==> src/caf_pkg.sv <==
// Shared constants, lane control/result types and saturation helper for the
// cartesian admittance filter. No dependencies.
`timescale 1ns / 1ps

package caf_pkg;

    localparam int AXES       = 3;
    localparam int DATA_W     = 32;
    localparam int COEF_W     = 16;
    localparam int CFG_DATA_W = 48;
    localparam int CFG_IDX_W  = 3;
    localparam int DT_W       = 24;
    localparam int NF_W       = DATA_W + 1;
    localparam int WIDE_W     = 64;

    localparam int MUL_A_W    = 25;
    localparam int MUL_B_W    = 44;
    localparam int PROD_W     = 61;
    localparam int SUM_W      = 51;
    localparam int NET_W      = 44;

    localparam int ROT_SHIFT  = 14;
    localparam int GAIN_SHIFT = 8;
    localparam int DT_SHIFT   = 24;

    localparam int IN_TDATA_W  = 3 * AXES * DATA_W;
    localparam int OUT_TDATA_W = 2 * AXES * DATA_W;

    localparam logic [CFG_IDX_W-1:0] REG_INV_MASS  = 3'd0;
    localparam logic [CFG_IDX_W-1:0] REG_DAMPING   = 3'd1;
    localparam logic [CFG_IDX_W-1:0] REG_STIFFNESS = 3'd2;
    localparam logic [CFG_IDX_W-1:0] REG_ROT_ROW0  = 3'd3;
    localparam logic [CFG_IDX_W-1:0] REG_ROT_ROW1  = 3'd4;
    localparam logic [CFG_IDX_W-1:0] REG_ROT_ROW2  = 3'd5;
    localparam logic [CFG_IDX_W-1:0] REG_TIME_STEP = 3'd6;

    localparam logic [COEF_W-1:0] ROT_ONE         = 16'h4000;
    localparam logic [DT_W-1:0]   TIME_STEP_RESET = 24'd16777;

    localparam logic signed [WIDE_W-1:0] SAT_MAX = 64'sh0000_0000_7FFF_FFFF;
    localparam logic signed [WIDE_W-1:0] SAT_MIN = 64'shFFFF_FFFF_8000_0000;

    typedef enum logic [3:0] {
        STEP_IDLE,
        STEP_ROT0,
        STEP_ROT1,
        STEP_ROT2,
        STEP_SPRING,
        STEP_DAMP,
        STEP_NET,
        STEP_ACC,
        STEP_ACC_SAT,
        STEP_VEL,
        STEP_VEL_SAT,
        STEP_POS,
        STEP_POS_SAT,
        STEP_CLEAR
    } step_t;

    typedef struct packed {
        step_t                        step;
        logic [AXES-1:0][COEF_W-1:0]  rot_row;
        logic [COEF_W-1:0]            inv_mass;
        logic [COEF_W-1:0]            damping;
        logic [COEF_W-1:0]            stiffness;
        logic [DT_W-1:0]              time_step;
        logic [AXES-1:0][NF_W-1:0]    neg_force;
        logic [DATA_W-1:0]            target_force;
        logic [DATA_W-1:0]            target_offset;
    } lane_ctrl_t;

    typedef struct packed {
        logic [DATA_W-1:0] offset;
        logic [DATA_W-1:0] velocity;
    } lane_res_t;

    function automatic logic signed [DATA_W-1:0] sat_data(input logic signed [WIDE_W-1:0] a);
        logic signed [DATA_W-1:0] r;
        if (a > SAT_MAX) begin
            r = SAT_MAX[DATA_W-1:0];
        end
        else if (a < SAT_MIN) begin
            r = SAT_MIN[DATA_W-1:0];
        end
        else begin
            r = a[DATA_W-1:0];
        end
        return r;
    endfunction

endpackage

==> src/caf_merge.sv <==
// Merging stage: gathers the per-axis results into one output transaction
// and holds it until taken. Depends on caf_pkg.
`timescale 1ns / 1ps

module caf_merge (
    input  logic                                  clk,
    input  logic                                  rst_n,
    input  caf_pkg::lane_res_t [caf_pkg::AXES-1:0] lane_res,
    input  logic                                  load,
    output logic                                  ready,
    output logic                                  m_axis_tvalid,
    input  logic                                  m_axis_tready,
    output logic [caf_pkg::OUT_TDATA_W-1:0]       m_axis_tdata
);
    import caf_pkg::*;

    logic                   valid_reg;
    logic [OUT_TDATA_W-1:0] data_reg;
    logic [OUT_TDATA_W-1:0] data_next;

    always_comb
    begin
        data_next = '0;
        for (int k = 0; k < AXES; k++)
        begin
            data_next[DATA_W*k +: DATA_W]          = lane_res[k].offset;
            data_next[DATA_W*(AXES+k) +: DATA_W]   = lane_res[k].velocity;
        end
    end

    assign ready = !valid_reg || m_axis_tready;

    always_ff @(posedge clk or negedge rst_n)
    begin
        if (!rst_n)
        begin
            valid_reg <= 1'b0;
        end
        else if (load && ready)
        begin
            valid_reg <= 1'b1;
        end
        else if (m_axis_tready)
        begin
            valid_reg <= 1'b0;
        end
    end

    always_ff @(posedge clk)
    begin
        if (load && ready)
        begin
            data_reg <= data_next;
        end
    end

    assign m_axis_tvalid = valid_reg;
    assign m_axis_tdata  = data_reg;

endmodule

==> config.mk <==
export PLATFORM = sky130hd
export DESIGN_NAME = caf_merge
export DESIGN_NICKNAME = d
export VERILOG_FILES = /design/src/caf_pkg.sv /design/src/caf_merge.sv
export SDC_FILE = /design/constraint.sdc
export NUM_CORES = 1
export LEC_CHECK = 0
export ABC_CLOCK_PERIOD_IN_PS = 2500
export BUFFER_PORTS_ARGS = -buffer_cell sky130_fd_sc_hd__buf_2
export CAP_MARGIN = 15
export CORE_AREA = 2 2 149 151
export CTS_CLUSTER_SIZE = 30
export DETAILED_ROUTE_END_ITERATION = 6
export DIE_AREA = 0 0 151 153
export PLACE_DENSITY_LB_ADDON = 0.1
export RECOVER_POWER = 50
export SYNTH_ARGS = -nofsm -noshare
export SYNTH_HDL_FRONTEND = slang
export SYNTH_SLANG_ARGS = --single-unit
==> constraint.sdc <==
create_clock -name clk -period 2.5 [get_ports clk]
set_input_delay 0.125 -clock clk [delete_from_list [all_inputs] [get_ports clk]]
set_output_delay 0.125 -clock clk [all_outputs]
set_load 0.05 [all_outputs]
==> results of run 1 <==
## cells by family after synthesis
family,count (synthesis)
flip-flops,193
AND/OR/NAND/NOR,3
## Yosys cell counts (all sizes together)
cell type / n / share of area
edfxtp: 192 / 0.99
dfrtp: 1 / 0.0043
nand2b: 2 / 0.0034
and2: 1 / 0.0015
## per-stage QoR
step	std cells	TNS [ns]
3_3_place_gp	868	0
3_5_place_dp	868	0
2_1_floorplan	196	-13.03
==> out/metrics.yaml, run 1 <==
logic_synthesis:
  synth_seq_cells: 193
  synthXorXnorAreaFrac: 0
  avgSynthCellArea_sq_um: 29.7
  synth_compound_area_frac: 0
  synth.yosys.seq_area_share: 0.995
  yosys.area_share.adder: 0
  syn_inst: 196
  yosys.area_share.simple: 0.00495
  synth_cell_types: 5
  synth_top_family_by_area: "simple AND/OR/NAND/NOR gates"
  synth.mux.area_fraction: 0
  syn_area_sq_um: 5820
  yosys_warnings: 0
  synth_nets: 392
floorplan:
  initial_core_util: 0.271
  core.rowCount: 54
  die_x_um: 151
  die-height_um: 153
  io_pins: 390
status:
  status: "aborted with a tool error"
  error: "[ERROR RSZ-0060] Max buffer count reached."
  failed_stage: "clock tree synthesis"
cts:
  cts_resized: 0
  ctsHoldBuffers: 181
  cts-buffers-inserted: 17
  root_buffer: "clkbuf_16"
  cts_sinks: 193
  cts.path.max_buffers: 2
  htree_levels: 4
  post_cts_buffers: 0
placement:
  dp_hpwl_um: 11700
  portBuffers: 389
  placedInstanceArea_sq_um: 8170
  pre_cts_slack_ns: 0.902
  gp_congestion: 0.763
==> run 2, diff against run 1 <==
--- a/config.mk
+++ b/config.mk
@@ -8,11 +8,10 @@
 export ABC_CLOCK_PERIOD_IN_PS = 2500
 export BUFFER_PORTS_ARGS = -buffer_cell sky130_fd_sc_hd__buf_2
 export CAP_MARGIN = 15
-export CORE_AREA = 2 2 149 151
-export CTS_CLUSTER_SIZE = 30
+export CORE_MARGIN = 1
+export CORE_UTILIZATION = 20
 export DETAILED_ROUTE_END_ITERATION = 6
-export DIE_AREA = 0 0 151 153
-export PLACE_DENSITY_LB_ADDON = 0.1
+export PLACE_DENSITY_LB_ADDON = 0.15
 export RECOVER_POWER = 50
 export SYNTH_ARGS = -nofsm -noshare
 export SYNTH_HDL_FRONTEND = slang
==> run 2 against run 1 <==
  * The flow now finishes without violations
  * Synthesized cell count unchanged
  * Area after synthesis unchanged
==> out/metrics.yaml, run 2 <==
min_path:
  min_from: "lane_res[93]"
  min_path_type: "input pin to flop"
  min_to: "m_axis_tdata[157]$_DFFE_PP_"
  min_path_cells: 2
route:
  wl_per_cell_um: 14.1
  ant_nets: 0
  viasPerCell: 3.56
  drt_iter0_markers: 124
  wl_um: 16900
  dr_total_vias: 4264
  drc: 0
  dr.pass1.iters: 4
sta:
  tightest_slew_ns: 0.655
  hold_viol: 0
  setup_viol: 0
  rsz0062_at_grt: "false"
  drv_slew: 0
  finalCritPeriodShare: 0.619
  skew_ns: 0.00958
  max_freq_ghz: 0.646
  hold_ws_ns: 0.405
  slew_headroom: 0.565
  min_period_ns: 1.55
placement:
  dp_hpwl_um: 11200  # -4.2%
  gp_congestion: 0.766  # +0.43%
  dp.cells: 971  # +12%
  portBuffers: 389  # unchanged
cells_and_area:
  area_growth_pct: 83.6
  drive_gt1_frac: 0.380
  final_core_util: 0.373
  largest_reg_flops: 192
  stdcell_count: 1199
  diodes: 0
  nNetsFinal: 998
  layout_commonest_cell: "buf_2"
  final_cell_mix: "buf_2 (281), dlygate4sd3_1 (196), edfxtp_1 (192)"
cts:
  clk_pin_slew_ns: 0.07
  cts_resized: 0  # unchanged
  root_buffer: "clkbuf_16"
  ctsHoldBuffers: 196  # +8.3%
  post_cts_buffers: 0  # unchanged
  cts.path.max_buffers: 2  # unchanged
  cts-buffers-inserted: 17  # unchanged
  clkLatencyLatePin_ns: 0.42
  cts_tree: "built"
  cts_sinks: 193  # unchanged
  htree_levels: 4  # unchanged
power:
  p_sw_uw: 2030
  cellPowerDensity_nw_per_um2: 728
  p_int_uw: 5750
  power_frac_seq: 0.491
  ir_worst_vdd_v: 0.000363
  clkPwrFrac: 0.349
  netSwitchingFraction: 0.260
  pwr-share-comb: 0.159
  p_leak_uw: 0.00419
logic_synthesis:
  synth_seq_cells: 193  # unchanged
  yosysTopAreaCell: "edfxtp_1"
  synthTopCellsByArea: "edfxtp_1 (99%), dfrtp_1 (0.43%), nand2b_4 (0.24%), and2_4 (0.15%), nand2b_1 (0.11%)"
  synth_nets: 392  # unchanged
  synth_cell_types: 5  # unchanged
  syn_inst: 196  # unchanged
  synth-edff-count: 192  # unchanged
  synth_ff_type: "edfxtp_1"
  async_reset_ff_frac: 0.00518  # unchanged
  avgSynthCellArea_sq_um: 29.7  # unchanged
  synth_most_common_cell: "edfxtp_1"
  yosys_warnings: 0  # unchanged
  synth.yosys.seq_area_share: 0.995  # unchanged
  syn_area_sq_um: 5820  # unchanged
  synth_common_cells: "edfxtp_1 (192), and2_4 (1), dfrtp_1 (1), nand2b_1 (1), nand2b_4 (1)"
  synth_top_area_share: 0.991  # unchanged
worst_setup_path:
  r2r_start: "m_axis_tvalid$_DFFE_PN0P_"
  end_kind: "flop"
  critical_path_required_ns: 2.55
  crit_path_start_kind: "flop"
  rrSetupSlack_ns: 0.95
  path_class: "flop to flop"
  cp_max_fo: 95
  r2r_cells: 3
  crit_arrival_ns: 1.60
  rr_endpoint: "m_axis_tdata[63]$_DFFE_PP_"
floorplan:
  core.rowCount: 62  # +15%
  die-height_um: 173  # +13%
  core_sq_um: 28600
  die_x_um: 173  # +14%
  io_pins: 390  # unchanged
  initial_core_util: 0.203  # -0.0676
  die-area_sq_um: 29800
global_routing:
  grt_usage: 0.112
  grt_pass1_vias: 4747
  grt_overflow: 0
  grt_pass1_wl_um: 25400
  grt_max_degree: 98
  grt_antenna_before_repair: 1
status:
  status: "finished clean"
run:
  drv_cap: 0
-- run 2: cell counts after synthesis --
No cell type changed its count.
-- run 2: layout make-up --
type | count | area (sq um)
repair buffers | 587 | 3810
clock buffers | 26 | 459
clock inverters | 6 | 110
flip-flops and latches | 193 | 5790
well taps | 384 | 480
fillers | 2749 | 17900
multi-input cells | 3 | 28.8
-- run 2: metal layers --
layer,up-vias,share of wire,global-route usage,routed length [um]
li1,2011,-,-,-
met1,2015,0.37,0.118,6330
met2,223,0.53,0.205,8980
met3,15,0.077,0.0389,1300
met4,0,0.016,0.0439,275
met5,-,0,0,0
-- run 2: power by group through the flow --
stage	registers [uW]	clock network, uW	logic (uW)
final	3820	2720	1240
after global routing	3840	2930	1300
after detailed placement	3890	0	1030
after CTS	3820	2830	1270
after global placement	3880	0	1020
after floorplan	4500	0	64.9
-- run 2: worst max path at each step --
stage                              start                          end  slack (ns)  cells after the start
2_1_floorplan  m_axis_tvalid$_DFFE_PN0P_    m_axis_tdata[0]$_DFFE_PP_       -0.07                      2
3_3_place_gp   m_axis_tvalid$_DFFE_PN0P_  m_axis_tdata[133]$_DFFE_PP_        1.03                      3
3_5_place_dp   m_axis_tvalid$_DFFE_PN0P_  m_axis_tdata[135]$_DFFE_PP_        0.98                      3
4_1_cts        m_axis_tvalid$_DFFE_PN0P_  m_axis_tdata[123]$_DFFE_PP_        0.97                      3
5_1_grt        m_axis_tvalid$_DFFE_PN0P_  m_axis_tdata[123]$_DFFE_PP_        0.91                      3
6_report       m_axis_tvalid$_DFFE_PN0P_   m_axis_tdata[63]$_DFFE_PP_        0.95                      3
-- run 2: cell families after synthesis --
kind of cell     count (synthesis)  share of synthesized area
DFF                            193                      0.995
and+or+nand+nor                  3                    0.00495
-- run 2: metrics by stage --
stage / area (sq um) / total power (uW) / TNS (ns) / setup WS (ns)
2_1_floorplan: 5820 / 4560 / -13.03 / -0.0678
5_1_grt: 10700 / 8060 / 0 / 0.910
3_3_place_gp: 8290 / 4910 / 0 / 1.03
6_report: 10700 / 7780 / 0 / 0.952
4_1_cts: 10800 / 7920 / 0 / 0.967
3_5_place_dp: 8290 / 4910 / 0 / 0.981
-- run 2: critical path: stages, from the launching register on --
cell and delay [ns]:
dfrtp_2 0.43, nand2b_4 0.08, and2_4 0.17, buf_12 0.37
Power figures use the tool's default switching activity.
