$ cat src/caf_pkg.sv
// Shared constants, lane control/result types and saturation helper for the
// cartesian admittance filter. No dependencies.
`timescale 1ns / 1ps

package caf_pkg;

    localparam int AXES       = 3;
    localparam int DATA_W     = 32;
    localparam int COEF_W     = 16;
    localparam int CFG_DATA_W = 48;
    localparam int CFG_IDX_W  = 3;
    localparam int DT_W       = 24;
    localparam int NF_W       = DATA_W + 1;
    localparam int WIDE_W     = 64;

    localparam int MUL_A_W    = 25;
    localparam int MUL_B_W    = 44;
    localparam int PROD_W     = 61;
    localparam int SUM_W      = 51;
    localparam int NET_W      = 44;

    localparam int ROT_SHIFT  = 14;
    localparam int GAIN_SHIFT = 8;
    localparam int DT_SHIFT   = 24;

    localparam int IN_TDATA_W  = 3 * AXES * DATA_W;
    localparam int OUT_TDATA_W = 2 * AXES * DATA_W;

    localparam logic [CFG_IDX_W-1:0] REG_INV_MASS  = 3'd0;
    localparam logic [CFG_IDX_W-1:0] REG_DAMPING   = 3'd1;
    localparam logic [CFG_IDX_W-1:0] REG_STIFFNESS = 3'd2;
    localparam logic [CFG_IDX_W-1:0] REG_ROT_ROW0  = 3'd3;
    localparam logic [CFG_IDX_W-1:0] REG_ROT_ROW1  = 3'd4;
    localparam logic [CFG_IDX_W-1:0] REG_ROT_ROW2  = 3'd5;
    localparam logic [CFG_IDX_W-1:0] REG_TIME_STEP = 3'd6;

    localparam logic [COEF_W-1:0] ROT_ONE         = 16'h4000;
    localparam logic [DT_W-1:0]   TIME_STEP_RESET = 24'd16777;

    localparam logic signed [WIDE_W-1:0] SAT_MAX = 64'sh0000_0000_7FFF_FFFF;
    localparam logic signed [WIDE_W-1:0] SAT_MIN = 64'shFFFF_FFFF_8000_0000;

    typedef enum logic [3:0] {
        STEP_IDLE,
        STEP_ROT0,
        STEP_ROT1,
        STEP_ROT2,
        STEP_SPRING,
        STEP_DAMP,
        STEP_NET,
        STEP_ACC,
        STEP_ACC_SAT,
        STEP_VEL,
        STEP_VEL_SAT,
        STEP_POS,
        STEP_POS_SAT,
        STEP_CLEAR
    } step_t;

    typedef struct packed {
        step_t                        step;
        logic [AXES-1:0][COEF_W-1:0]  rot_row;
        logic [COEF_W-1:0]            inv_mass;
        logic [COEF_W-1:0]            damping;
        logic [COEF_W-1:0]            stiffness;
        logic [DT_W-1:0]              time_step;
        logic [AXES-1:0][NF_W-1:0]    neg_force;
        logic [DATA_W-1:0]            target_force;
        logic [DATA_W-1:0]            target_offset;
    } lane_ctrl_t;

    typedef struct packed {
        logic [DATA_W-1:0] offset;
        logic [DATA_W-1:0] velocity;
    } lane_res_t;

    function automatic logic signed [DATA_W-1:0] sat_data(input logic signed [WIDE_W-1:0] a);
        logic signed [DATA_W-1:0] r;
        if (a > SAT_MAX) begin
            r = SAT_MAX[DATA_W-1:0];
        end
        else if (a < SAT_MIN) begin
            r = SAT_MIN[DATA_W-1:0];
        end
        else begin
            r = a[DATA_W-1:0];
        end
        return r;
    endfunction

endpackage

$ cat src/caf_lane.sv
// One axis of the admittance law: rotation row, mass-spring-damper and Euler
// integration, sequenced on a single multiplier. Depends on caf_pkg.
`timescale 1ns / 1ps

module caf_lane (
    input  logic                clk,
    input  logic                rst_n,
    input  caf_pkg::lane_ctrl_t ctrl,
    output caf_pkg::lane_res_t  res
);
    import caf_pkg::*;

    logic signed [DATA_W-1:0]          offset_reg;
    logic signed [DATA_W-1:0]          velocity_reg;
    logic signed [DATA_W-1:0]          acc_reg;
    logic signed [NF_W-1:0]            diff_reg;
    logic signed [NF_W-1:0]            diff_next;
    logic signed [SUM_W-1:0]           sum_reg;
    logic signed [NET_W-1:0]           net_reg;
    logic signed [PROD_W-1:0]          prod_reg;
    logic signed [PROD_W-1:0]          prod_next;
    logic signed [MUL_A_W-1:0]         mul_a;
    logic signed [MUL_B_W-1:0]         mul_b;
    logic signed [MUL_A_W+MUL_B_W-1:0] mul_full;
    logic signed [SUM_W-1:0]           rot_scaled;
    logic signed [PROD_W-1:0]          prod_gain;
    logic signed [PROD_W-1:0]          prod_dt;
    logic signed [NET_W-1:0]           force_err;

    always_comb
    begin
        mul_a = '0;
        mul_b = '0;
        case (ctrl.step)
            STEP_ROT0:
            begin
                mul_a = MUL_A_W'($signed(ctrl.rot_row[0]));
                mul_b = MUL_B_W'($signed(ctrl.neg_force[0]));
            end
            STEP_ROT1:
            begin
                mul_a = MUL_A_W'($signed(ctrl.rot_row[1]));
                mul_b = MUL_B_W'($signed(ctrl.neg_force[1]));
            end
            STEP_ROT2:
            begin
                mul_a = MUL_A_W'($signed(ctrl.rot_row[2]));
                mul_b = MUL_B_W'($signed(ctrl.neg_force[2]));
            end
            STEP_SPRING:
            begin
                mul_a = MUL_A_W'(ctrl.stiffness);
                mul_b = MUL_B_W'(diff_reg);
            end
            STEP_DAMP:
            begin
                mul_a = MUL_A_W'(ctrl.damping);
                mul_b = MUL_B_W'(velocity_reg);
            end
            STEP_ACC:
            begin
                mul_a = MUL_A_W'(ctrl.inv_mass);
                mul_b = net_reg;
            end
            STEP_VEL:
            begin
                mul_a = MUL_A_W'(ctrl.time_step);
                mul_b = MUL_B_W'(acc_reg);
            end
            STEP_POS:
            begin
                mul_a = MUL_A_W'(ctrl.time_step);
                mul_b = MUL_B_W'(velocity_reg);
            end
            default:
            begin
                mul_a = '0;
                mul_b = '0;
            end
        endcase
    end

    assign mul_full   = mul_a * mul_b;
    assign prod_next  = mul_full[PROD_W-1:0];
    assign rot_scaled = sum_reg >>> ROT_SHIFT;
    assign prod_gain  = prod_reg >>> GAIN_SHIFT;
    assign prod_dt    = prod_reg >>> DT_SHIFT;
    assign force_err  = NET_W'($signed(ctrl.target_force)) - NET_W'(rot_scaled);
    assign diff_next  = NF_W'(offset_reg) - NF_W'($signed(ctrl.target_offset));

    always_ff @(posedge clk)
    begin
        prod_reg <= prod_next;
        case (ctrl.step)
            STEP_ROT0:    diff_reg <= diff_next;
            STEP_ROT1:    sum_reg  <= prod_reg[SUM_W-1:0];
            STEP_ROT2:    sum_reg  <= sum_reg + prod_reg[SUM_W-1:0];
            STEP_SPRING:  sum_reg  <= sum_reg + prod_reg[SUM_W-1:0];
            STEP_DAMP:    net_reg  <= force_err - prod_gain[NET_W-1:0];
            STEP_NET:     net_reg  <= net_reg - prod_gain[NET_W-1:0];
            STEP_ACC_SAT: acc_reg  <= sat_data(WIDE_W'(prod_gain));
            default:
            begin
            end
        endcase
    end

    always_ff @(posedge clk or negedge rst_n)
    begin
        if (!rst_n)
        begin
            offset_reg   <= '0;
            velocity_reg <= '0;
        end
        else
        begin
            case (ctrl.step)
                STEP_CLEAR:
                begin
                    offset_reg   <= '0;
                    velocity_reg <= '0;
                end
                STEP_VEL_SAT:
                    velocity_reg <= sat_data(WIDE_W'(velocity_reg) + WIDE_W'(prod_dt));
                STEP_POS_SAT:
                    offset_reg <= sat_data(WIDE_W'(offset_reg) + WIDE_W'(prod_dt));
                default:
                begin
                end
            endcase
        end
    end

    assign res.offset   = offset_reg;
    assign res.velocity = velocity_reg;

    a_clear_zeroes: assert property (@(posedge clk) disable iff (!rst_n)
        ctrl.step == STEP_CLEAR |=> (offset_reg == '0 && velocity_reg == '0))
        else $error("lane state not cleared");

    a_velocity_hold: assert property (@(posedge clk) disable iff (!rst_n)
        (ctrl.step != STEP_VEL_SAT && ctrl.step != STEP_CLEAR) |=> $stable(velocity_reg))
        else $error("velocity changed outside its update");

    a_zero_dt_hold: assert property (@(posedge clk) disable iff (!rst_n)
        ($past(ctrl.step) == STEP_POS && $past(ctrl.time_step) == '0 &&
         ctrl.step == STEP_POS_SAT) |=> $stable(offset_reg))
        else $error("offset moved with zero time step");

endmodule

$ cat config.mk
export PLATFORM = sky130hd
export DESIGN_NAME = caf_lane
export DESIGN_NICKNAME = d
export VERILOG_FILES = /design/src/caf_pkg.sv /design/src/caf_lane.sv
export SDC_FILE = /design/constraint.sdc
export NUM_CORES = 2
export LEC_CHECK = 0
export BUFFER_PORTS_ARGS = -buffer_cell sky130_fd_sc_hd__buf_4
export CAP_MARGIN = 20
export CELL_PAD_IN_SITES_DETAIL_PLACEMENT = 1
export CELL_PAD_IN_SITES_GLOBAL_PLACEMENT = 1
export CORE_ASPECT_RATIO = 0.9
export CORE_MARGIN = 2
export CORE_UTILIZATION = 45
export CTS_BUF_LIST = sky130_fd_sc_hd__clkbuf_8 sky130_fd_sc_hd__clkbuf_16
export DETAILED_ROUTE_END_ITERATION = 10
export PLACE_DENSITY_LB_ADDON = 0.1
export SYNTH_ARGS = -nofsm -noshare
export SYNTH_HDL_FRONTEND = slang
export SYNTH_SLANG_ARGS = --single-unit
$ cat constraint.sdc
create_clock -name clk -period 8.3 [get_ports clk]
set_input_delay 1.245 -clock clk [delete_from_list [all_inputs] [get_ports clk]]
set_output_delay 1.245 -clock clk [all_outputs]
set_load 0.02 [all_outputs]
==> flow_metrics.env <==
export IMPL_status="complete, but fails checks"
export IMPL_failed_checks="negative setup slack"
export IMPL_slowest_stage="fa_1"
export IMPL_largest_register_ffs=61
export IMPL_synth_nets=8383
export IMPL_clk_pin_slew_ps=70
export IMPL_required_ps=8880
export IMPL_drc=0
export IMPL_max_freq_mhz=112
export IMPL_slew_headroom=0.210
export IMPL_synth_cells=6678
export IMPL_crit_top_cell="fa_1"
export IMPL_ys_seq_area_frac=0.132
export IMPL_rows=124
export IMPL_wirelength_mm=251
export IMPL_max_vdd_ir_drop_v=0.000320
export IMPL_cts_sink_count=285
export IMPL_route_detailed_vias_per_inst=5.77
export IMPL_wl_per_cell_um=27.1
export IMPL_yosys_warnings=0
export IMPL_rsz0062_at_grt="true"
export IMPL_seqCellArea_mm2=0.00763
export IMPL_final_common_cell="inv_1"
export IMPL_synth_cell_types=87
export IMPL_utilization=0.566
export IMPL_layout_common_cells="1218 x inv_1, 968 x fa_1, 947 x buf_4"
export IMPL_p_per_area_mw_per_mm2=371
export IMPL_worstSetupPathType="input pin to register"
export IMPL_fillers=14700
export IMPL_hp_class="register to register"
export IMPL_initial_core_util=0.454
export IMPL_drtPass1Iterations=6
export IMPL_grt_overflow_total=0
export IMPL_hpwl_mm=213
export IMPL_grt_pass1_wl_mm=366
export IMPL_finalPower_mw=26.7
export IMPL_io_pins=353
export IMPL_syn_to_final_growth_pct=24.8
export IMPL_clk_latency_ps=630
export IMPL_drt_initial_drc_count=4690
export IMPL_timing_final_ws_setup_ps=-651
export IMPL_core_mm2=0.127
export IMPL_grt_use_total=0.378
export IMPL_cts_htree_levels=1
export IMPL_min_period_over_period=1.08
export IMPL_hold_viol_final=0
export IMPL_cp_arrival_ps=9530
export IMPL_first_global_vias=57400
export IMPL_cts_tree="done"
export IMPL_setup_viol=26
export IMPL_die_area_mm2=0.131
export IMPL_drt_antenna_violating_nets=0
export IMPL_fin_skew_ps=19.8
export IMPL_cts_buffer_depth=3
export IMPL_slew_viol_final=0
export IMPL_ys_ff_latch=285
export IMPL_ys_flop_type="edfxtp_1"
export IMPL_die_x_um=381
export IMPL_worst_pin_slew_ps=1180
export IMPL_crit_path_start_kind="input pin"
export IMPL_drive_gt1_frac=0.209
export IMPL_cp_end_kind="register"
export IMPL_cts_buffers=30
export IMPL_synth_area_leaders="fa_1 35%, ha_1 8.8%, edfxtp_1 8.3%"
export IMPL_yosys_area_top_type="fa_1"
export IMPL_cpPeakStageDelay_ps=570
export IMPL_syn_avg_cell_area_um2=8.64
export IMPL_multiInputGateArea_mm2=0.0459
export IMPL_p_leak_nw=35.2
export IMPL_finalWeightedCongestion=0.995
export IMPL_cp_max_fo=6
export IMPL_period_minus_slack_ps=8950
export IMPL_root_buffer="clkbuf_16"
export IMPL_vias=53500
export IMPL_grt_max_degree=65
export IMPL_floorplan_die_height_um=344
export IMPL_ff2ff_setup_slack_ps=210
export IMPL_port_buffers=352
export IMPL_netlist_area_mm2=0.0577
export IMPL_synth_edff_count=160
export IMPL_nets=9246
export IMPL_async_reset_ff_frac=0.225
export IMPL_cap_violations=0
export IMPL_antenna_found_initial=19
export IMPL_synth_top_area_share=0.351
## cells in the mapped netlist, drive strengths merged, types with 27 or more instances
| cell type | instances |
|---|---|
| inv | 1252 |
| fa | 1010 |
| nand2 | 802 |
| nor2 | 747 |
| ha | 406 |
| a21oi | 292 |
| clkbuf | 263 |
| o21ai | 188 |
| xnor2 | 176 |
| edfxtp | 160 |
| a21o | 154 |
| a22oi | 132 |
| xor2 | 95 |
| nand3 | 74 |
| dfrtp | 64 |
| a221o | 61 |
| dfxtp | 61 |
| nand4 | 61 |
| o21a | 52 |
| nor3 | 50 |
| nand2b | 41 |
| nor2b | 41 |
| and4 | 39 |
| buf | 36 |
| and3 | 34 |
| a31oi | 33 |
| o21bai | 33 |
| a211oi | 32 |
| and2 | 27 |
## worst paths after layout
check                                  end  cells past startpoint              from
max reg2reg                   prod_reg[46]                     29  velocity_reg[13]
min in group asynchronous   offset_reg[13]                      1             rst_n
max in group asynchronous  velocity_reg[7]                      1             rst_n
min reg2reg                     sum_reg[0]                      2       prod_reg[0]
min                             sum_reg[0]                      2       prod_reg[0]
max                           prod_reg[46]                     36         ctrl[286]
## per-layer routing
layer  track usage  share of wire
met4         0.159          0.053
met5             0       0.000096
met2         0.615           0.46
met3        0.0742          0.090
met1         0.493           0.40
## timing repair
item / CTS / global route
hold buffers: 0 / 0
setup buffers: 17 / 73
pin swaps: 15 / 188
gates resized for setup: 76 / 258
setup endpoints to repair: 37 / 37
gates cloned: 2 / 8
## critical path, delay by kind of cell
kind / cells / cell delay, ps
fa+ha+maj: 8 / 3860
buf+inv: 13 / 1480
simple gates: 9 / 1910
compound gates: 6 / 970
## final cells by class
cell class	instances	share of cell area
repair buffers	1129	0.145
inverters	1252	0.0653
clock buffers	40	0.0131
flip-flops and latches	285	0.106
clock inverters	15	0.00247
diodes	8	0.000278
well taps	1701	0.0296
multi-input cells	4843	0.638
## kinds of logic after synthesis
logic type | synth area share
mux | 0.000889
fa+ha+maj | 0.439
buf+inv | 0.102
compound gates | 0.137
simple gates | 0.149
flops | 0.132
xor+xnor | 0.0412
## power breakdown
group          leakage, nW  internal (mW)  switching [mW]
combinational         31.9           9.46            12.6
clock                0.567          0.921           0.684
sequential            2.79           2.23           0.815
## stage by stage
step | instances | hold slack, ps | cell area [µm²] | worst slack, ps | TNS, ps
detailed placement | 9115 | 551 | 68600 | -1520 | -43550
floorplan | 6678 | 495 | 59200 | -240 | -2140
global route | 9269 | 580 | 72000 | -837 | -13920
CTS | 9189 | 565 | 70200 | -445 | -6440
finish | 9273 | 565 | 72000 | -651 | -8660
global placement | 9115 | 515 | 68600 | -1380 | -38200
No activity file was read; power rests on OpenSTA's default activity.
